==> src/sv/vasu_pkg.sv <==
// Shared types, constants and helpers for the voice allocator with priority stealing.
package vasu_pkg;

  localparam int TABLE_DEPTH   = 64;
  localparam int PRIORITY_BITS = 3;

  localparam int IDX_W    = $clog2(TABLE_DEPTH);
  localparam int CNT_W    = $clog2(TABLE_DEPTH + 1);
  localparam int PRI_W    = PRIORITY_BITS;
  localparam int PRI_IN_W = 3;
  localparam int HANDLE_W = 32;
  localparam int CLASS_W  = 2;
  localparam int LIMIT_W  = 7;
  localparam int STATUS_W = 3;
  localparam int CMP_W    = (CNT_W > LIMIT_W) ? CNT_W : LIMIT_W;

  localparam logic [LIMIT_W-1:0] LIMIT_2D_RST     = LIMIT_W'(32);
  localparam logic [LIMIT_W-1:0] LIMIT_3D_RST     = LIMIT_W'(32);
  localparam logic [LIMIT_W-1:0] LIMIT_STREAM_RST = LIMIT_W'(8);

  localparam logic [CLASS_W-1:0] CLASS_2D     = 2'd0;
  localparam logic [CLASS_W-1:0] CLASS_3D     = 2'd1;
  localparam logic [CLASS_W-1:0] CLASS_STREAM = 2'd2;

  typedef enum logic [1:0] {
    REQ_PLAY   = 2'd0,
    REQ_STOP   = 2'd1,
    REQ_PAUSE  = 2'd2,
    REQ_RETIRE = 2'd3
  } req_e;

  typedef enum logic [STATUS_W-1:0] {
    ST_OK        = 3'd0,
    ST_NO_VICTIM = 3'd1,
    ST_CLOSED    = 3'd2,
    ST_FULL      = 3'd3,
    ST_NOT_FOUND = 3'd4
  } status_e;

  typedef enum logic [1:0] {
    CFG_ADMISSION    = 2'd0,
    CFG_LIMIT_2D     = 2'd1,
    CFG_LIMIT_3D     = 2'd2,
    CFG_LIMIT_STREAM = 2'd3
  } cfg_reg_e;

  typedef enum logic [2:0] {
    S_IDLE,
    S_SCAN,
    S_DECIDE,
    S_EVAL,
    S_SHIFT,
    S_APPEND,
    S_DONE
  } state_e;

  typedef struct packed {
    logic [HANDLE_W-1:0] handle;
    logic [CLASS_W-1:0]  cls;
    logic [PRI_W-1:0]    pri;
    logic                stopping;
    logic                paused;
  } entry_t;

  typedef struct packed {
    logic               admission_open;
    logic [LIMIT_W-1:0] limit_2d;
    logic [LIMIT_W-1:0] limit_3d;
    logic [LIMIT_W-1:0] limit_stream;
  } cfg_t;

  typedef struct packed {
    logic                clear;
    logic                valid;
    logic [IDX_W-1:0]    idx;
    logic [HANDLE_W-1:0] key;
    logic [CLASS_W-1:0]  cls;
    logic [PRI_W-1:0]    pri;
  } scan_ctl_t;

  typedef struct packed {
    logic                match_found;
    logic [IDX_W-1:0]    match_idx;
    entry_t              match_entry;
    logic [CNT_W-1:0]    cls_cnt;
    logic                best_found;
    logic [IDX_W-1:0]    best_idx;
    logic [PRI_W-1:0]    best_pri;
    logic [HANDLE_W-1:0] best_handle;
  } scan_res_t;

  function automatic logic [PRI_W-1:0] mask_priority(input logic [PRI_IN_W-1:0] p);
    logic [PRI_IN_W+PRI_W-1:0] w;
    w = {{PRI_W{1'b0}}, p};
    return w[PRI_W-1:0];
  endfunction

endpackage

==> src/sv/voice_allocator_priority_steal_unit.sv <==
// Top level of the voice allocator: configuration registers, table memory, scan unit and sequencer.
// One word at a time: a new word is taken only once the last result is loaded into the output
// register. Stop, pause, retire and play each scan the live entries through the single table
// read port; a play refused for closed admission skips the scan.
// Results wait in an output register. Reset clears the entry count, closes admission and
// loads the default class limits; the table memory is not cleared, as only live slots are read.
module voice_allocator_priority_steal_unit (
  input  logic                            clk_i,
  input  logic                            rst_ni,
  input  logic                            cfg_we_i,
  input  logic [1:0]                      cfg_index_i,
  input  logic [vasu_pkg::LIMIT_W-1:0]    cfg_wdata_i,
  input  logic                            in_valid_i,
  output logic                            in_ready_o,
  input  logic [1:0]                      req_type_i,
  input  logic [vasu_pkg::HANDLE_W-1:0]   handle_i,
  input  logic [vasu_pkg::CLASS_W-1:0]    voice_class_i,
  input  logic [vasu_pkg::PRI_IN_W-1:0]   priority_req_i,
  input  logic                            forced_i,
  input  logic                            kill_valid_i,
  input  logic [vasu_pkg::HANDLE_W-1:0]   kill_handle_i,
  output logic                            out_valid_o,
  input  logic                            out_ready_i,
  output logic [vasu_pkg::STATUS_W-1:0]   status_o,
  output logic                            victim_valid_o,
  output logic [vasu_pkg::HANDLE_W-1:0]   victim_handle_o
);

  vasu_pkg::cfg_t       cfg_q, cfg_d;
  logic                 ram_we;
  logic [vasu_pkg::IDX_W-1:0] ram_waddr;
  vasu_pkg::entry_t     ram_wdata;
  logic                 ram_re;
  logic [vasu_pkg::IDX_W-1:0] ram_raddr;
  vasu_pkg::entry_t     ram_rdata;
  vasu_pkg::scan_ctl_t  scan_ctl;
  vasu_pkg::scan_res_t  scan_res;

  always_comb begin
    cfg_d = cfg_q;
    if (cfg_we_i) begin
      unique case (vasu_pkg::cfg_reg_e'(cfg_index_i))
        vasu_pkg::CFG_ADMISSION:    cfg_d.admission_open = cfg_wdata_i[0];
        vasu_pkg::CFG_LIMIT_2D:     cfg_d.limit_2d       = cfg_wdata_i;
        vasu_pkg::CFG_LIMIT_3D:     cfg_d.limit_3d       = cfg_wdata_i;
        vasu_pkg::CFG_LIMIT_STREAM: cfg_d.limit_stream   = cfg_wdata_i;
        default:                    cfg_d                = cfg_q;
      endcase
    end
  end

  always_ff @(posedge clk_i or negedge rst_ni) begin
    if (!rst_ni) begin
      cfg_q.admission_open <= 1'b0;
      cfg_q.limit_2d       <= vasu_pkg::LIMIT_2D_RST;
      cfg_q.limit_3d       <= vasu_pkg::LIMIT_3D_RST;
      cfg_q.limit_stream   <= vasu_pkg::LIMIT_STREAM_RST;
    end else begin
      cfg_q <= cfg_d;
    end
  end

  vasu_ram #(
    .DEPTH (vasu_pkg::TABLE_DEPTH),
    .WIDTH ($bits(vasu_pkg::entry_t))
  ) u_ram (
    .clk_i   (clk_i),
    .we_i    (ram_we),
    .waddr_i (ram_waddr),
    .wdata_i (ram_wdata),
    .re_i    (ram_re),
    .raddr_i (ram_raddr),
    .rdata_o (ram_rdata)
  );

  vasu_scan u_scan (
    .clk_i   (clk_i),
    .rst_ni  (rst_ni),
    .ctl_i   (scan_ctl),
    .entry_i (ram_rdata),
    .res_o   (scan_res)
  );

  vasu_seq u_seq (
    .clk_i           (clk_i),
    .rst_ni          (rst_ni),
    .cfg_i           (cfg_q),
    .in_valid_i      (in_valid_i),
    .in_ready_o      (in_ready_o),
    .req_type_i      (req_type_i),
    .handle_i        (handle_i),
    .voice_class_i   (voice_class_i),
    .priority_req_i  (priority_req_i),
    .forced_i        (forced_i),
    .kill_valid_i    (kill_valid_i),
    .kill_handle_i   (kill_handle_i),
    .out_valid_o     (out_valid_o),
    .out_ready_i     (out_ready_i),
    .status_o        (status_o),
    .victim_valid_o  (victim_valid_o),
    .victim_handle_o (victim_handle_o),
    .ram_we_o        (ram_we),
    .ram_waddr_o     (ram_waddr),
    .ram_wdata_o     (ram_wdata),
    .ram_re_o        (ram_re),
    .ram_raddr_o     (ram_raddr),
    .ram_rdata_i     (ram_rdata),
    .scan_ctl_o      (scan_ctl),
    .scan_res_i      (scan_res)
  );

endmodule

==> src/sv/vasu_ram.sv <==
// Single-port-write, single-port-read table memory with registered read data.
module vasu_ram #(
  parameter int DEPTH = 64,
  parameter int WIDTH = 39
) (
  input  logic                     clk_i,
  input  logic                     we_i,
  input  logic [$clog2(DEPTH)-1:0] waddr_i,
  input  logic [WIDTH-1:0]         wdata_i,
  input  logic                     re_i,
  input  logic [$clog2(DEPTH)-1:0] raddr_i,
  output logic [WIDTH-1:0]         rdata_o
);

  logic [WIDTH-1:0] mem_q [DEPTH];
  logic [WIDTH-1:0] rdata_q;

  always_ff @(posedge clk_i) begin
    if (we_i) begin
      mem_q[waddr_i] <= wdata_i;
    end
  end

  always_ff @(posedge clk_i) begin
    if (re_i) begin
      rdata_q <= mem_q[raddr_i];
    end
  end

  assign rdata_o = rdata_q;

endmodule

==> src/sv/vasu_scan.sv <==
// Shared scan unit: handle match, class count and lowest-priority victim search.
module vasu_scan (
  input  logic                  clk_i,
  input  logic                  rst_ni,
  input  vasu_pkg::scan_ctl_t   ctl_i,
  input  vasu_pkg::entry_t      entry_i,
  output vasu_pkg::scan_res_t   res_o
);

  logic                           match_found_q, match_found_d;
  logic [vasu_pkg::IDX_W-1:0]     match_idx_q, match_idx_d;
  vasu_pkg::entry_t               match_entry_q, match_entry_d;
  logic [vasu_pkg::CNT_W-1:0]     cls_cnt_q, cls_cnt_d;
  logic                           best_found_q, best_found_d;
  logic [vasu_pkg::IDX_W-1:0]     best_idx_q, best_idx_d;
  logic [vasu_pkg::PRI_W-1:0]     best_pri_q, best_pri_d;
  logic [vasu_pkg::HANDLE_W-1:0]  best_handle_q, best_handle_d;
  logic                           cls_hit;

  always_comb begin
    match_found_d = match_found_q;
    match_idx_d   = match_idx_q;
    match_entry_d = match_entry_q;
    cls_cnt_d     = cls_cnt_q;
    best_found_d  = best_found_q;
    best_idx_d    = best_idx_q;
    best_pri_d    = best_pri_q;
    best_handle_d = best_handle_q;
    cls_hit       = (entry_i.cls == ctl_i.cls);
    if (ctl_i.clear) begin
      match_found_d = 1'b0;
      cls_cnt_d     = '0;
      best_found_d  = 1'b0;
    end else if (ctl_i.valid) begin
      if (!match_found_q && (entry_i.handle == ctl_i.key)) begin
        match_found_d = 1'b1;
        match_idx_d   = ctl_i.idx;
        match_entry_d = entry_i;
      end
      if (cls_hit) begin
        cls_cnt_d = cls_cnt_q + vasu_pkg::CNT_W'(1);
      end
      if (cls_hit && (entry_i.pri < ctl_i.pri) &&
          (!best_found_q || (entry_i.pri < best_pri_q))) begin
        best_found_d  = 1'b1;
        best_idx_d    = ctl_i.idx;
        best_pri_d    = entry_i.pri;
        best_handle_d = entry_i.handle;
      end
    end
  end

  always_ff @(posedge clk_i or negedge rst_ni) begin
    if (!rst_ni) begin
      match_found_q <= 1'b0;
      cls_cnt_q     <= '0;
      best_found_q  <= 1'b0;
    end else begin
      match_found_q <= match_found_d;
      cls_cnt_q     <= cls_cnt_d;
      best_found_q  <= best_found_d;
    end
  end

  always_ff @(posedge clk_i) begin
    match_idx_q   <= match_idx_d;
    match_entry_q <= match_entry_d;
    best_idx_q    <= best_idx_d;
    best_pri_q    <= best_pri_d;
    best_handle_q <= best_handle_d;
  end

  always_comb begin
    res_o.match_found = match_found_q;
    res_o.match_idx   = match_idx_q;
    res_o.match_entry = match_entry_q;
    res_o.cls_cnt     = cls_cnt_q;
    res_o.best_found  = best_found_q;
    res_o.best_idx    = best_idx_q;
    res_o.best_pri    = best_pri_q;
    res_o.best_handle = best_handle_q;
  end

endmodule

==> src/sv/vasu_seq.sv <==
// Request sequencer: scans, marks, compacts and appends table entries, and holds the result.
module vasu_seq (
  input  logic                            clk_i,
  input  logic                            rst_ni,
  input  vasu_pkg::cfg_t                  cfg_i,
  input  logic                            in_valid_i,
  output logic                            in_ready_o,
  input  logic [1:0]                      req_type_i,
  input  logic [vasu_pkg::HANDLE_W-1:0]   handle_i,
  input  logic [vasu_pkg::CLASS_W-1:0]    voice_class_i,
  input  logic [vasu_pkg::PRI_IN_W-1:0]   priority_req_i,
  input  logic                            forced_i,
  input  logic                            kill_valid_i,
  input  logic [vasu_pkg::HANDLE_W-1:0]   kill_handle_i,
  output logic                            out_valid_o,
  input  logic                            out_ready_i,
  output logic [vasu_pkg::STATUS_W-1:0]   status_o,
  output logic                            victim_valid_o,
  output logic [vasu_pkg::HANDLE_W-1:0]   victim_handle_o,
  output logic                            ram_we_o,
  output logic [vasu_pkg::IDX_W-1:0]      ram_waddr_o,
  output vasu_pkg::entry_t                ram_wdata_o,
  output logic                            ram_re_o,
  output logic [vasu_pkg::IDX_W-1:0]      ram_raddr_o,
  input  vasu_pkg::entry_t                ram_rdata_i,
  output vasu_pkg::scan_ctl_t             scan_ctl_o,
  input  vasu_pkg::scan_res_t             scan_res_i
);

  vasu_pkg::state_e               state_q, state_d;
  vasu_pkg::req_e                 req_q, req_d;
  logic [vasu_pkg::HANDLE_W-1:0]  handle_q, handle_d;
  logic [vasu_pkg::HANDLE_W-1:0]  key_q, key_d;
  logic [vasu_pkg::CLASS_W-1:0]   cls_q, cls_d;
  logic [vasu_pkg::PRI_W-1:0]     pri_q, pri_d;
  logic                           forced_q, forced_d;
  logic                           kill_q, kill_d;
  logic [vasu_pkg::CNT_W-1:0]     idx_q, idx_d;
  logic [vasu_pkg::CNT_W-1:0]     count_q, count_d;
  logic                           rd_vld_q;
  logic [vasu_pkg::IDX_W-1:0]     rd_idx_q;
  vasu_pkg::status_e              st_q, st_d;
  logic                           vv_q, vv_d;
  logic [vasu_pkg::HANDLE_W-1:0]  vh_q, vh_d;
  logic                           out_valid_q, out_valid_d;
  vasu_pkg::status_e              out_status_q;
  logic                           out_vv_q;
  logic [vasu_pkg::HANDLE_W-1:0]  out_vh_q;
  logic                           out_load;
  logic [vasu_pkg::LIMIT_W-1:0]   limit;
  logic                           over_limit;
  vasu_pkg::entry_t               new_entry;

  always_comb begin
    unique case (cls_q)
      vasu_pkg::CLASS_2D:     limit = cfg_i.limit_2d;
      vasu_pkg::CLASS_3D:     limit = cfg_i.limit_3d;
      vasu_pkg::CLASS_STREAM: limit = cfg_i.limit_stream;
      default:                limit = '0;
    endcase
  end

  assign over_limit = !forced_q &&
      (vasu_pkg::CMP_W'(scan_res_i.cls_cnt) >= vasu_pkg::CMP_W'(limit));

  always_comb begin
    new_entry.handle   = handle_q;
    new_entry.cls      = cls_q;
    new_entry.pri      = pri_q;
    new_entry.stopping = 1'b0;
    new_entry.paused   = 1'b0;
  end

  always_comb begin
    state_d     = state_q;
    req_d       = req_q;
    handle_d    = handle_q;
    key_d       = key_q;
    cls_d       = cls_q;
    pri_d       = pri_q;
    forced_d    = forced_q;
    kill_d      = kill_q;
    idx_d       = idx_q;
    count_d     = count_q;
    st_d        = st_q;
    vv_d        = vv_q;
    vh_d        = vh_q;
    out_load    = 1'b0;
    ram_re_o    = 1'b0;
    ram_raddr_o = idx_q[vasu_pkg::IDX_W-1:0];
    ram_we_o    = 1'b0;
    ram_waddr_o = rd_idx_q - vasu_pkg::IDX_W'(1);
    ram_wdata_o = ram_rdata_i;
    in_ready_o  = 1'b0;

    // Compaction: each word read one slot up is written one slot down.
    if ((state_q == vasu_pkg::S_SHIFT) && rd_vld_q) begin
      ram_we_o = 1'b1;
    end

    unique case (state_q)
      vasu_pkg::S_IDLE: begin
        in_ready_o = 1'b1;
        if (in_valid_i) begin
          req_d    = vasu_pkg::req_e'(req_type_i);
          handle_d = handle_i;
          cls_d    = voice_class_i;
          pri_d    = vasu_pkg::mask_priority(priority_req_i);
          forced_d = forced_i;
          kill_d   = kill_valid_i;
          key_d    = (vasu_pkg::req_e'(req_type_i) == vasu_pkg::REQ_PLAY) ?
                     kill_handle_i : handle_i;
          idx_d    = '0;
          st_d     = vasu_pkg::ST_OK;
          vv_d     = 1'b0;
          vh_d     = '0;
          if ((vasu_pkg::req_e'(req_type_i) == vasu_pkg::REQ_PLAY) &&
              !cfg_i.admission_open) begin
            st_d    = vasu_pkg::ST_CLOSED;
            state_d = vasu_pkg::S_DONE;
          end else begin
            state_d = vasu_pkg::S_SCAN;
          end
        end
      end
      vasu_pkg::S_SCAN: begin
        if (idx_q < count_q) begin
          ram_re_o = 1'b1;
          idx_d    = idx_q + vasu_pkg::CNT_W'(1);
        end else begin
          state_d = vasu_pkg::S_DECIDE;
        end
      end
      vasu_pkg::S_DECIDE: begin
        ram_waddr_o = scan_res_i.match_idx;
        ram_wdata_o = scan_res_i.match_entry;
        if (req_q == vasu_pkg::REQ_PLAY) begin
          if (kill_q && scan_res_i.match_found) begin
            ram_we_o             = 1'b1;
            ram_wdata_o.stopping = 1'b1;
          end
          state_d = vasu_pkg::S_EVAL;
        end else if (!scan_res_i.match_found) begin
          st_d    = vasu_pkg::ST_NOT_FOUND;
          state_d = vasu_pkg::S_DONE;
        end else begin
          unique case (req_q)
            vasu_pkg::REQ_STOP: begin
              ram_we_o             = 1'b1;
              ram_wdata_o.stopping = 1'b1;
              state_d              = vasu_pkg::S_DONE;
            end
            vasu_pkg::REQ_PAUSE: begin
              ram_we_o           = 1'b1;
              ram_wdata_o.paused = 1'b1;
              state_d            = vasu_pkg::S_DONE;
            end
            default: begin
              idx_d   = vasu_pkg::CNT_W'(scan_res_i.match_idx) + vasu_pkg::CNT_W'(1);
              state_d = vasu_pkg::S_SHIFT;
            end
          endcase
        end
      end
      vasu_pkg::S_EVAL: begin
        if (!over_limit) begin
          state_d = vasu_pkg::S_APPEND;
        end else if (scan_res_i.best_found) begin
          vv_d    = 1'b1;
          vh_d    = scan_res_i.best_handle;
          idx_d   = vasu_pkg::CNT_W'(scan_res_i.best_idx) + vasu_pkg::CNT_W'(1);
          state_d = vasu_pkg::S_SHIFT;
        end else begin
          st_d    = vasu_pkg::ST_NO_VICTIM;
          state_d = vasu_pkg::S_DONE;
        end
      end
      vasu_pkg::S_SHIFT: begin
        if (idx_q < count_q) begin
          ram_re_o = 1'b1;
          idx_d    = idx_q + vasu_pkg::CNT_W'(1);
        end else begin
          count_d = count_q - vasu_pkg::CNT_W'(1);
          state_d = (req_q == vasu_pkg::REQ_PLAY) ? vasu_pkg::S_APPEND : vasu_pkg::S_DONE;
        end
      end
      vasu_pkg::S_APPEND: begin
        if (count_q == vasu_pkg::CNT_W'(vasu_pkg::TABLE_DEPTH)) begin
          st_d = vasu_pkg::ST_FULL;
        end else begin
          ram_we_o    = 1'b1;
          ram_waddr_o = count_q[vasu_pkg::IDX_W-1:0];
          ram_wdata_o = new_entry;
          count_d     = count_q + vasu_pkg::CNT_W'(1);
        end
        state_d = vasu_pkg::S_DONE;
      end
      vasu_pkg::S_DONE: begin
        if (!out_valid_q || out_ready_i) begin
          out_load = 1'b1;
          state_d  = vasu_pkg::S_IDLE;
        end
      end
      default: begin
        state_d = vasu_pkg::S_IDLE;
      end
    endcase
  end

  assign out_valid_d = out_load || (out_valid_q && !out_ready_i);

  always_ff @(posedge clk_i or negedge rst_ni) begin
    if (!rst_ni) begin
      state_q     <= vasu_pkg::S_IDLE;
      count_q     <= '0;
      rd_vld_q    <= 1'b0;
      out_valid_q <= 1'b0;
    end else begin
      state_q     <= state_d;
      count_q     <= count_d;
      rd_vld_q    <= ram_re_o;
      out_valid_q <= out_valid_d;
    end
  end

  always_ff @(posedge clk_i) begin
    req_q    <= req_d;
    handle_q <= handle_d;
    key_q    <= key_d;
    cls_q    <= cls_d;
    pri_q    <= pri_d;
    forced_q <= forced_d;
    kill_q   <= kill_d;
    idx_q    <= idx_d;
    st_q     <= st_d;
    vv_q     <= vv_d;
    vh_q     <= vh_d;
    rd_idx_q <= ram_raddr_o;
    if (out_load) begin
      out_status_q <= st_q;
      out_vv_q     <= vv_q;
      out_vh_q     <= vh_q;
    end
  end

  always_comb begin
    scan_ctl_o.clear = (state_q == vasu_pkg::S_IDLE) && in_valid_i;
    scan_ctl_o.valid = (state_q == vasu_pkg::S_SCAN) && rd_vld_q;
    scan_ctl_o.idx   = rd_idx_q;
    scan_ctl_o.key   = key_q;
    scan_ctl_o.cls   = cls_q;
    scan_ctl_o.pri   = pri_q;
  end

  assign out_valid_o     = out_valid_q;
  assign status_o        = out_status_q;
  assign victim_valid_o  = out_vv_q;
  assign victim_handle_o = out_vh_q;

  a_count_bound: assert property (@(posedge clk_i) disable iff (!rst_ni)
    count_q <= vasu_pkg::CNT_W'(vasu_pkg::TABLE_DEPTH))
    else $error("Entry count exceeds the table depth.");

  a_count_step: assert property (@(posedge clk_i) disable iff (!rst_ni)
    (count_q == $past(count_q)) ||
    (count_q == $past(count_q) + vasu_pkg::CNT_W'(1)) ||
    (count_q == $past(count_q) - vasu_pkg::CNT_W'(1)))
    else $error("Entry count moved by more than one in a cycle.");

  a_no_write_in_scan: assert property (@(posedge clk_i) disable iff (!rst_ni)
    (state_q == vasu_pkg::S_SCAN) |-> !ram_we_o)
    else $error("Table written during a scan.");

  a_victim_ok: assert property (@(posedge clk_i) disable iff (!rst_ni)
    (out_valid_q && out_vv_q) |-> (out_status_q == vasu_pkg::ST_OK))
    else $error("Victim reported with a failing status.");

endmodule

==> config.mk <==
export PLATFORM = sky130hd
export DESIGN_NAME = voice_allocator_priority_steal_unit
export DESIGN_NICKNAME = d
export VERILOG_FILES = /design/src/sv/vasu_pkg.sv /design/src/sv/voice_allocator_priority_steal_unit.sv /design/src/sv/vasu_ram.sv /design/src/sv/vasu_scan.sv /design/src/sv/vasu_seq.sv
export SDC_FILE = /design/constraint.sdc
export NUM_CORES = 2
export LEC_CHECK = 0
export BUFFER_PORTS_ARGS = -buffer_cell sky130_fd_sc_hd__buf_2
export CAP_MARGIN = 10
export CORE_MARGIN = 2
export CORE_UTILIZATION = 50
export DETAILED_ROUTE_END_ITERATION = 10
export PLACE_DENSITY = 0.67
export SLEW_MARGIN = 30
export SYNTH_ARGS = -nofsm -noshare
export SYNTH_HDL_FRONTEND = slang
export SYNTH_SLANG_ARGS = --single-unit
==> constraint.sdc <==
create_clock -name clk_i -period 6.8 [get_ports clk_i]
set_clock_uncertainty 0.05 [all_clocks]
set_input_delay 0.68 -clock clk_i [delete_from_list [all_inputs] [get_ports clk_i]]
set_output_delay 0.68 -clock clk_i [all_outputs]
set_load 0.05 [all_outputs]
==> out/qor.csv <==
stage,metric,value,unit
global_routing,overflow,0,
power,ir_worst_vdd,0.355,mV
sta,worst_pin_slew,1.02,ns
setup_path,cp_max_fo,24,
sta,fin_crit_sh,0.693,
synthesis,yosysTopAreaCell,edfxtp_1,
route,via_per_inst,6.46,
global_routing,grt_util_met1,0.380,
clocking,insertion_delay,0.94,ns
floorplan,die_h,459,um
route,post_drt_wl_per_cell,34.2,um
route,routed_wl,270,mm
setup_path,cp_slowest_cell,dfrtp_1,
clocking,h-tree-depth,5,
global_routing,grt_max_degree,94,
placed_design,dp_hpwl,164,mm
setup_path,critPathRequiredTime,7.32,ns
job,max-cap-violations,0,
sta,final.setup.worst_slack,2.09,ns
clocking,cts_tree,built,
finish,design_area,118000,sq um
floorplan,rows,166,
status,outcome,"complete, no violations",
sta,period_minus_slack,4.71,ns
sta,setup_viol,0,
sta,rsz0062_at_grt,no,
synthesis,synth_top_area_share,0.767,
sta,maxSlewViolCount,0,
setup_path,cp.arrival,5.23,ns
placed_design,numPortBuffers,124,
global_routing,grt_pass1_wl,381,mm
global_routing,grtUsageMet2,0.380,
setup_path,max_stage_delay,0.84,ns
synthesis,synth.avg_cell_area,22.6,sq um
clocking,cts_root_buf,clkbuf_16,
setup_path,cp-start-kind,flop,
setup_path,crit_buf_inv,1,
route,postRouteAntennaNets,0,
setup_path,crit_type,reg2reg,
synthesis,synth-main-ff-cell,edfxtp_1,
synthesis,ys_types,76,
finish,area_growth,14.0,%
placed_design,post_dp_cell_area,109000,sq um
clocking,clkSinkCount,2690,
floorplan,boundaryPins,125,
global_routing,grt_busiest_layer,met2,
sta,max-slew-margin-rel,0.312,
sta,setup_tns,0,ns
finish,layout.nets,5108,
synthesis,synth_seq_cells,2690,
placed_design,dp_worst_setup_slack,2.18,ns
route,routed-via-count,51000,
global_routing,grt_use_total,0.257,
synthesis,ys_top_cells_by_area,"edfxtp_1 (77%), mux4_2 (15%), dfrtp_1 (0.97%)",
clocking,clockBufferDepth,4,
floorplan,initial_core_util,0.504,
clocking,numCtsBuffers,284,
synthesis,syn_area,103000,sq um
synthesis,synth_nets,4681,
global_routing,grt_pass1_vias,49400,
worst_hold_path,holdCritPathClass,in2reg,
clocking,clk_pin_slew,0.07,ns
setup_path,end_kind,flop,
floorplan,fp.dieArea,210000,sq um
route,drc_errors,0,
synthesis,async_reset_ff_frac,0.0160,
finish,fillers,14500,
floorplan,die_w,459,um
sta,hold_viol_final,0,
sta,max_freq,212,MHz
setup_path,cp_cell_sequence,or3b_4 > a2111oi_0 > a311o_1 > o211a_4 > nand4_1 > nor2_4 > buf_4,
clocking,cts_resized,0,
power,leakagePower,37.3,nW
synthesis,synth-seq-area-share,0.779,
synthesis,synth-edff-count,2641,
synthesis,ys_warn_count,0,
global_routing,grt.met3_usage,0.0620,
synthesis,synth_cells,4567,
finish,layout-drive-gt1-share,0.297,
power,powerDensity,491,nW/um^2
placed_design,gp_congestion,0.909,
finish,fin_cells,7885,
placed_design,placedCellCount,7337,
setup_path,crit_family,simple AND/OR/NAND/NOR gates,
route,drt_iter0_markers,8184,
route,firstDrtPassIters,10,
global_routing,antenna_found_initial,28,
floorplan,coreArea,205000,sq um
==> Yosys cell counts (all sizes together), types with 7 or more instances <==
cell / instances
inv: 66
nor3: 38
a211oi: 23
nor2: 134
a31oi: 8
and3: 34
nand4: 19
mux2i: 92
clkbuf: 117
nor2b: 33
o22ai: 81
a21oi: 30
edfxtp: 2641
a222oi: 38
xnor2: 28
xor2: 25
nand2b: 10
nor4: 9
nand3: 21
a22oi: 40
buf: 114
dfrtp: 40
ha: 26
mux2: 56
nand2: 51
o21ai: 28
nor3b: 8
a21o: 7
mux4: 672
==> state kept, by name, indices dropped and copies added, names as in the netlist, 6 cells and up <==
name and flops:
u_seq.victim_handle_o 32, u_ram.mem_q 2368, u_scan.match_idx_q 6, u_seq.handle_q 32
u_seq.vh_q 32, cfg_q 22, u_scan.best_idx_q 6, u_scan.cls_cnt_q 7
u_scan.best_handle_q 32, u_seq.key_q 32, u_seq.rd_idx_q 6, u_seq.count_q 7
u_scan.res_o 37, u_ram.rdata_o 37, u_seq.idx_q 7
==> where the power goes <==
part | total, mW | leakage (nW) | switching (mW) | internal [mW]
Clock | 14.6 | 4.19 | 6.12 | 8.46
Combinational | 19.6 | 8.71 | 13.6 | 6.02
Sequential | 23.7 | 24.4 | 0.732 | 23.0
==> metal layers <==
layer	up-vias	share of wire
met3	477	0.11
met4	2	0.034
li1	20300	-
met2	3032	0.46
met1	27200	0.40
met5	-	0.000048
==> cell usage in the layout (no fill, tap or decap), drive strengths merged, types with 40 or more instances in the layout <==
| cell type | synthesis | final |
|---|---|---|
| edfxtp | 2641 | 2641 |
| mux4 | 672 | 672 |
| clkbuf | 117 | 354 |
| buf | 114 | 318 |
| nor2 | 134 | 134 |
| clkinv | 1 | 109 |
| mux2i | 92 | 92 |
| o22ai | 81 | 81 |
| inv | 66 | 60 |
| mux2 | 56 | 56 |
| dlygate4sd3 | 0 | 53 |
| nand2 | 51 | 51 |
| a22oi | 40 | 40 |
| dfrtp | 40 | 40 |
==> cell families after synthesis <==
| family | after synthesis | share of synthesized area |
|---|---|---|
| DFF | 2690 | 0.779 |
| muxes | 820 | 0.161 |
| and+or+nand+nor | 384 | 0.0186 |
| buffers and inverters | 298 | 0.0126 |
| AOI/OAI and AO/OA | 295 | 0.0208 |
| xor gates and xnor gates | 53 | 0.00456 |
| adders and majority gates | 27 | 0.00334 |
==> final timing paths <==
check | depth (start not counted) | startpoint | to | slack, ns
min | 2 | kill_handle_i[30] | u_seq.key_q[30] | 0.06
min reg2reg | 0 | u_seq.vh_q[11] | u_seq.victim_handle_o[11] | 0.36
max reg2reg | 7 | u_seq.state_q[1] | u_ram.mem_q[33][21] | 2.09
min in group asynchronous | 3 | rst_ni | u_seq.state_q[1] | 0.39
max in group asynchronous | 3 | rst_ni | u_seq.state_q[0] | 5.83
max | 7 | u_seq.state_q[1] | u_ram.mem_q[33][21] | 2.09
==> layout make-up <==
cell class,instances,area (sq um),share of cell area
sequential,2690,80500,0.683
multi-input combinational,1579,22200,0.188
clock buffer,354,7500,0.0636
tap,2688,3360,0.0285
timing repair buffer,372,3020,0.0256
clock inverter,124,1050,0.00894
inverter,67,263,0.00223
antenna,11,27.5,0.000233
==> timing repair <==
| action | 4_1_cts | 5_1_grt |
|---|---|---|
| hold buffers | 53 | 0 |
| setup buffers | 0 | 0 |
| endpoints found under the hold margin | 104 | 0 |
==> through the flow <==
stage,utilization,hold WS (ns),power (mW)
global route,0.575,0.0318,59.5
CTS,0.574,0.000263,57.8
floorplan,-,0.334,34.3
finish,0.575,0.0583,57.9
detailed placement,0.530,0.355,43.3
global placement,0.529,0.353,42.9
Power figures use the tool's default switching activity.
